[config.mk]
export PLATFORM = sky130hd
export DESIGN_NAME = bounded_fifo_window_average
export DESIGN_NICKNAME = d
export VERILOG_FILES = /design/src/rtl/core/bfwa_pkg.sv /design/src/rtl/core/bounded_fifo_window_average.sv
export SDC_FILE = /design/constraint.sdc
export NUM_CORES = 1
export LEC_CHECK = 0
export ABC_CLOCK_PERIOD_IN_PS = 4800
export BUFFER_PORTS_ARGS = -buffer_cell sky130_fd_sc_hd__buf_2
export CAP_MARGIN = 5
export CORE_MARGIN = 2
export CORE_UTILIZATION = 55
export CTS_BUF_LIST = sky130_fd_sc_hd__clkbuf_8
export CTS_CLUSTER_SIZE = 24
export DETAILED_ROUTE_END_ITERATION = 10
export PLACE_DENSITY = 0.86
export SYNTH_ARGS = -nofsm -noshare
export SYNTH_HDL_FRONTEND = slang
export SYNTH_SLANG_ARGS = --single-unit
[constraint.sdc]
create_clock -name clk -period 4.8 [get_ports clk]
set_input_delay 0.72 -clock clk [delete_from_list [all_inputs] [get_ports clk]]
set_output_delay 0.72 -clock clk [all_outputs]
set_load 0.01 [all_outputs]
[src/rtl/core/bfwa_pkg.sv]
// Shared constants, codes and types for the bounded FIFO window average block.
package bfwa_pkg;

  localparam int CAPACITY = 5;

  localparam int TAG_W  = 16;
  localparam int YEAR_W = 12;
  localparam int STAT_W = 2;
  localparam int IDX_W  = (CAPACITY > 1) ? $clog2(CAPACITY) : 1;
  localparam int CNT_W  = $clog2(CAPACITY + 1);
  localparam int SUM_W  = YEAR_W + CNT_W;
  localparam int STEP_W = $clog2(SUM_W + 1);

  typedef enum logic [0:0] {
    ACT_INSERT = 1'b0,
    ACT_REMOVE = 1'b1
  } action_t;

  typedef enum logic [STAT_W-1:0] {
    ST_INSERTED = 2'd0,
    ST_REMOVED  = 2'd1,
    ST_EMPTY    = 2'd2
  } status_t;

  typedef enum logic [2:0] {
    S_IDLE,
    S_READ,
    S_APPLY,
    S_DIV,
    S_DONE
  } state_t;

endpackage

[src/rtl/core/bounded_fifo_window_average.sv]
// Bounded FIFO with running sum and a bit-serial divider for the window average.
//
// Usage: an insert or remove transaction is taken at a rising edge with start
// high and busy low; action, item_tag and year_value are sampled there. busy
// then stays high until the result has been shown.
// Each transaction gives exactly one result: done is high for one cycle and
// status, removed_tag and year_average are valid in that cycle only.
//   status ST_INSERTED: year_average is the truncated mean of held years.
//   status ST_REMOVED : removed_tag is the oldest entry's tag, now dropped.
//   status ST_EMPTY   : remove on an empty FIFO; nothing changes.
// An insert on a full FIFO silently drops the oldest entry first.
// A remove passes through S_READ, S_APPLY and S_DONE from accept to done; an
// insert also runs S_DIV, the restoring divider that produces one quotient
// bit per cycle, before S_DONE. busy drops the cycle after done, so a new
// transaction can be taken in the cycle after the result.
// The receiver cannot stall: results are not held or repeated.
// Reset (rst, synchronous) empties the FIFO and zeroes the sum; the entry
// storage itself is not cleared, as unwritten slots are never read.
module bounded_fifo_window_average (
  input  logic                        clk,
  input  logic                        rst,
  input  logic                        start,
  output logic                        busy,
  input  logic                        action,
  input  logic [bfwa_pkg::TAG_W-1:0]  item_tag,
  input  logic [bfwa_pkg::YEAR_W-1:0] year_value,
  output logic                        done,
  output logic [bfwa_pkg::STAT_W-1:0] status,
  output logic [bfwa_pkg::TAG_W-1:0]  removed_tag,
  output logic [bfwa_pkg::YEAR_W-1:0] year_average
);
  import bfwa_pkg::*;

  localparam logic [CNT_W-1:0] CAP_CNT  = CNT_W'(CAPACITY);
  localparam logic [IDX_W:0]   CAP_WIDE = (IDX_W + 1)'(CAPACITY);
  localparam logic [STEP_W-1:0] LAST_STEP = STEP_W'(SUM_W - 1);

  state_t state, state_next;

  logic [TAG_W-1:0]  tag_mem  [CAPACITY];
  logic [YEAR_W-1:0] year_mem [CAPACITY];
  logic [TAG_W-1:0]  rd_tag;
  logic [YEAR_W-1:0] rd_year;

  logic [IDX_W-1:0] head;
  logic [CNT_W-1:0] count;
  logic [SUM_W-1:0] sum;

  logic              req_action;
  logic [TAG_W-1:0]  req_tag;
  logic [YEAR_W-1:0] req_year;

  logic [SUM_W-1:0]  quot;
  logic [CNT_W-1:0]  rem;
  logic [STEP_W-1:0] step;

  logic [STAT_W-1:0] res_status;
  logic [TAG_W-1:0]  res_tag;
  logic [YEAR_W-1:0] res_avg;

  logic             full;
  logic [IDX_W:0]   tail_wide;
  logic [IDX_W-1:0] tail;
  logic [IDX_W-1:0] head_inc;
  logic [SUM_W-1:0] sum_ins;
  logic [CNT_W:0]   trial;
  logic [CNT_W:0]   shifted;
  logic             take;
  logic [SUM_W-1:0] quot_next;
  logic [CNT_W-1:0] rem_next;

  // Slot arithmetic: operands stay below twice the capacity, so one subtract wraps.
  always_comb begin
    full      = (count == CAP_CNT);
    tail_wide = (IDX_W + 1)'(head) + (IDX_W + 1)'(count);
    if (tail_wide >= CAP_WIDE) begin
      tail_wide = tail_wide - CAP_WIDE;
    end
    tail     = full ? head : tail_wide[IDX_W-1:0];
    head_inc = (head == IDX_W'(CAPACITY - 1)) ? '0 : head + IDX_W'(1);
    sum_ins  = sum - (full ? SUM_W'(rd_year) : '0) + SUM_W'(req_year);
  end

  // One restoring division step per cycle.
  always_comb begin
    shifted   = {rem, quot[SUM_W-1]};
    trial     = shifted - {1'b0, count};
    take      = (shifted >= {1'b0, count});
    rem_next  = take ? trial[CNT_W-1:0] : shifted[CNT_W-1:0];
    quot_next = {quot[SUM_W-2:0], take};
  end

  always_comb begin
    state_next = state;
    unique case (state)
      S_IDLE:  if (start) state_next = S_READ;
      S_READ:  state_next = S_APPLY;
      S_APPLY: state_next = (req_action == ACT_INSERT) ? S_DIV : S_DONE;
      S_DIV:   if (step == LAST_STEP) state_next = S_DONE;
      S_DONE:  state_next = S_IDLE;
      default: state_next = S_IDLE;
    endcase
  end

  always_comb begin
    busy         = (state != S_IDLE);
    done         = (state == S_DONE);
    status       = res_status;
    removed_tag  = res_tag;
    year_average = res_avg;
  end

  always_ff @(posedge clk) begin
    if (rst) begin
      state <= S_IDLE;
    end else begin
      state <= state_next;
    end
  end

  // Entry storage: registered read at the head slot, write at the tail slot.
  always_ff @(posedge clk) begin
    rd_tag  <= tag_mem[head];
    rd_year <= year_mem[head];
    if (state == S_APPLY && req_action == ACT_INSERT) begin
      tag_mem[tail]  <= req_tag;
      year_mem[tail] <= req_year;
    end
  end

  always_ff @(posedge clk) begin
    if (rst) begin
      head  <= '0;
      count <= '0;
      sum   <= '0;
    end else if (state == S_APPLY) begin
      if (req_action == ACT_INSERT) begin
        sum <= sum_ins;
        if (full) begin
          head <= head_inc;
        end else begin
          count <= count + CNT_W'(1);
        end
      end else if (count != '0) begin
        sum   <= sum - SUM_W'(rd_year);
        head  <= head_inc;
        count <= count - CNT_W'(1);
      end
    end
  end

  // Request capture, divider and result registers.
  always_ff @(posedge clk) begin
    if (state == S_IDLE && start) begin
      req_action <= action;
      req_tag    <= item_tag;
      req_year   <= year_value;
    end
    unique case (state)
      S_APPLY: begin
        quot <= sum_ins;
        rem  <= '0;
        step <= '0;
        res_tag <= '0;
        res_avg <= '0;
        if (req_action == ACT_INSERT) begin
          res_status <= ST_INSERTED;
        end else if (count == '0) begin
          res_status <= ST_EMPTY;
        end else begin
          res_status <= ST_REMOVED;
          res_tag    <= rd_tag;
        end
      end
      S_DIV: begin
        quot <= quot_next;
        rem  <= rem_next;
        step <= step + STEP_W'(1);
        if (step == LAST_STEP) begin
          res_avg <= quot_next[YEAR_W-1:0];
        end
      end
      default: begin
      end
    endcase
  end

endmodule

==> impl_metrics.tcl <==
set metrics [dict create \
    status "completed" \
    fmax_mhz 253 \
    ctsHoldBuffers 0 \
    synth_common_cells "edfxtp_1, inv_1, dfxtp_1" \
    combPwrFrac_pct 16.2 \
    ff2ff_path_depth 11 \
    dieArea_um2 23300 \
    rsz0062_at_grt "false" \
    ys_ff_latch 273 \
    drive_above_1_share_pct 22.0 \
    worst_pin_slew_ns 1.16 \
    power.leakage_nw 5.08 \
    synthArstFlopShare_pct 0 \
    synth_ff_type "edfxtp_1" \
    clock_sinks 273 \
    drt_iter0_markers 566 \
    syn_area_um2 12100 \
    p_sw_mw 1.53 \
    fp.dieH_um 153 \
    hold_viol 0 \
    hold_depth 1 \
    area_delta_synth_final_pct 12.2 \
    clk_latency_ns 0.57 \
    ys_top_cells_by_area "edfxtp_1, dfxtp_1, mux4_2" \
    antenna_cells 0 \
    initial_core_util_pct 55.8 \
    final-max-slew-violation-count 0 \
    grt_pass1_wl_um 38400 \
    core_um2 21800 \
    netlist.area_leader.share_pct 54.6 \
    avgSynthCellArea_um2 14.2 \
    cts_root_buffer "clkbuf_8" \
    vias 7115 \
    grt_max_degree 34 \
    cts_tree "done" \
    crit_arrival_ns 4.44 \
    clk_pin_slew_ns 0.07 \
    layout.nets 1028 \
    ant_nets 0 \
    grt_pass1_vias 7355 \
    rows 54 \
    fin_crit_ns 3.95 \
    pwr-share-clk_pct 33.3 \
    powerDensity_nw_per_um2 413 \
    grt.total_usage_pct 20.9 \
    globalplace.congestion 0.877 \
    ys_warn_count 0 \
    synth_nets 941 \
    htreeDepth 2 \
    cp.required_ns 5.29 \
    yosysMostFrequentCell "edfxtp_1" \
    numCtsBuffers 43 \
    yosysTopAreaCell "edfxtp_1" \
    post_cts_buffers 0 \
    routed_wl_um 24000 \
    p_seq_share_pct 50.5 \
    worst_ir_drop_vdd_v 0.000286 \
    crit_type "reg -> reg" \
    grt_overflow_total 0 \
    cp_max_fo 13 \
    route.detailed.drc 0 \
    clockBufferDepth 3 \
    setup.worst_path.start_class "flop" \
    slew_headroom_pct 22.4 \
    ios 64 \
    ys_types 66 \
    dpl.hpwl_um 15100 \
    setup_tns_ns 0 \
    synth_edf_count 221 \
    final_util_pct 62.6 \
    post_cts_resized 0 \
    intPower_mw 4.09 \
    syn-instance-count 853 \
    yosysSeqAreaShare_pct 63.2 \
    setup_viol 0 \
    dr.pass1.iters 7 \
    swShare_pct 27.2 \
    via_per_inst 5.67 \
    io_buffers 63 \
    hold_path.class "in -> reg" \
    post_drt_wl_per_cell_um 19.2 \
    cp-end-kind "flop" \
    period_share_pct 82.2 \
    die_w_um 153 \
    maxCapViolations 0 \
    fin_skew_ns 0.0356 \
    nFillCells 1568 \
    antenna_found_initial 0 \
]
[placed cells by master, fill, tap and decap left out, drive strengths merged, types with 3 or more instances in the layout]
cell     netlist  routed
nor2          46      46
o211ai         7       7
mux2          30      30
a31oi          4       4
a2111oi        6       6
mux2i          9       9
nand2         38      38
dfxtp         52      52
o21bai         7       7
and2          32      32
ha            40      40
nor3           9       9
or3            7       7
xor2           6       6
mux4          28      28
o21a           8       8
o21ai         13      13
nor4b          3       3
nand2b         9       9
xnor2         15      15
edfxtp       221     221
buf            9      74
clkinv         1      13
a311oi         3       3
inv           85     102
a21o          12      12
nand4          5       5
a21oi         38      38
clkbuf        23      48
a211oi        12      12
a211o          4       4
nor2b          4       4
nand3         14      14
fa            16      16
and3          13      13
[layer usage]
| metal | vias to the layer above | global-route usage (%) | share of wire, % |
|---|---|---|---|
| met2 | 195 | 36.8 | 52 |
| met3 | 43 | 3.30 | 4.5 |
| li1 | 3332 | - | - |
| met4 | 0 | 8.47 | 2.8 |
| met1 | 3545 | 25.8 | 41 |
| met5 | - | 0 | 0 |
[metrics by stage]
stage                     hold slack, ns  setup slack (ns)  instances  area (µm²)  total power, mW
after floorplan                    0.445            0.0167        853       12200             3.54
after global placement             0.451              1.04       1175       12800             3.77
after detailed placement           0.458             0.915       1175       12800             3.79
after CTS                          0.318             0.905       1254       13600             5.66
after global routing               0.322             0.666       1254       13600             5.87
final                              0.343             0.853       1254       13600             5.62
[layout make-up]
cell class	count	area, µm²	area share, %
clock buffers	48	661	4.85
clock inverters	31	163	1.19
flip-flops and latches	273	7680	56.4
well taps	280	350	2.57
inverters	86	328	2.41
multi-input cells	462	4050	29.7
repair buffers	74	398	2.92
[power groups by stage]
stage	logic, mW	clock network [mW]	registers [mW]
finish	0.912	1.87	2.84
global placement	0.888	0	2.88
global route	1.01	2.00	2.85
CTS	0.915	1.91	2.84
floorplan	0.676	0	2.86
detailed placement	0.905	0	2.89
[registers in the layout, summed over array words and instances, names as in the netlist, 2 cells and up]
signal,cells
count,3
head,3
quot,15
rd_tag,16
rd_year,12
rem,3
removed_tag,16
req_tag,16
req_year,12
state,3
status,2
step,4
sum,15
tag_mem,80
year_average,12
year_mem,60
[cell families after synthesis]
kind of cell               Yosys count  synth area share [%]
muxes                               67                  8.71
DFF                                273                  63.2
xor gates and xnor gates            21                  1.51
adders and majority gates           56                  6.76
and+or+nand+nor                    189                  8.12
buffers and inverters              118                  3.81
AOI/OAI and AO/OA                  129                  7.89
[critical path, cell delays in order (launching register included)]
cell and delay [ns]:
dfxtp_1 0.45, inv_1 0.13, nor3_2 0.68, and2_1 0.24
fa_1 0.46, fa_1 0.46, nand2b_1 0.17, a21o_1 0.22
a211oi_4 0.30, o311ai_1 0.22, a2111o_1 0.47, o211ai_2 0.08
[path summary, 6_finish.rpt]
check,end,startpoint,slack [ns]
setup / recovery,sum[12],count[0],0.85
hold / removal,req_year[2],year_value[2],0.34
setup reg to reg,sum[12],count[0],0.85
hold reg to reg,rd_year[0],year_mem[4][0],0.47
Power figures use the tool's default switching activity.
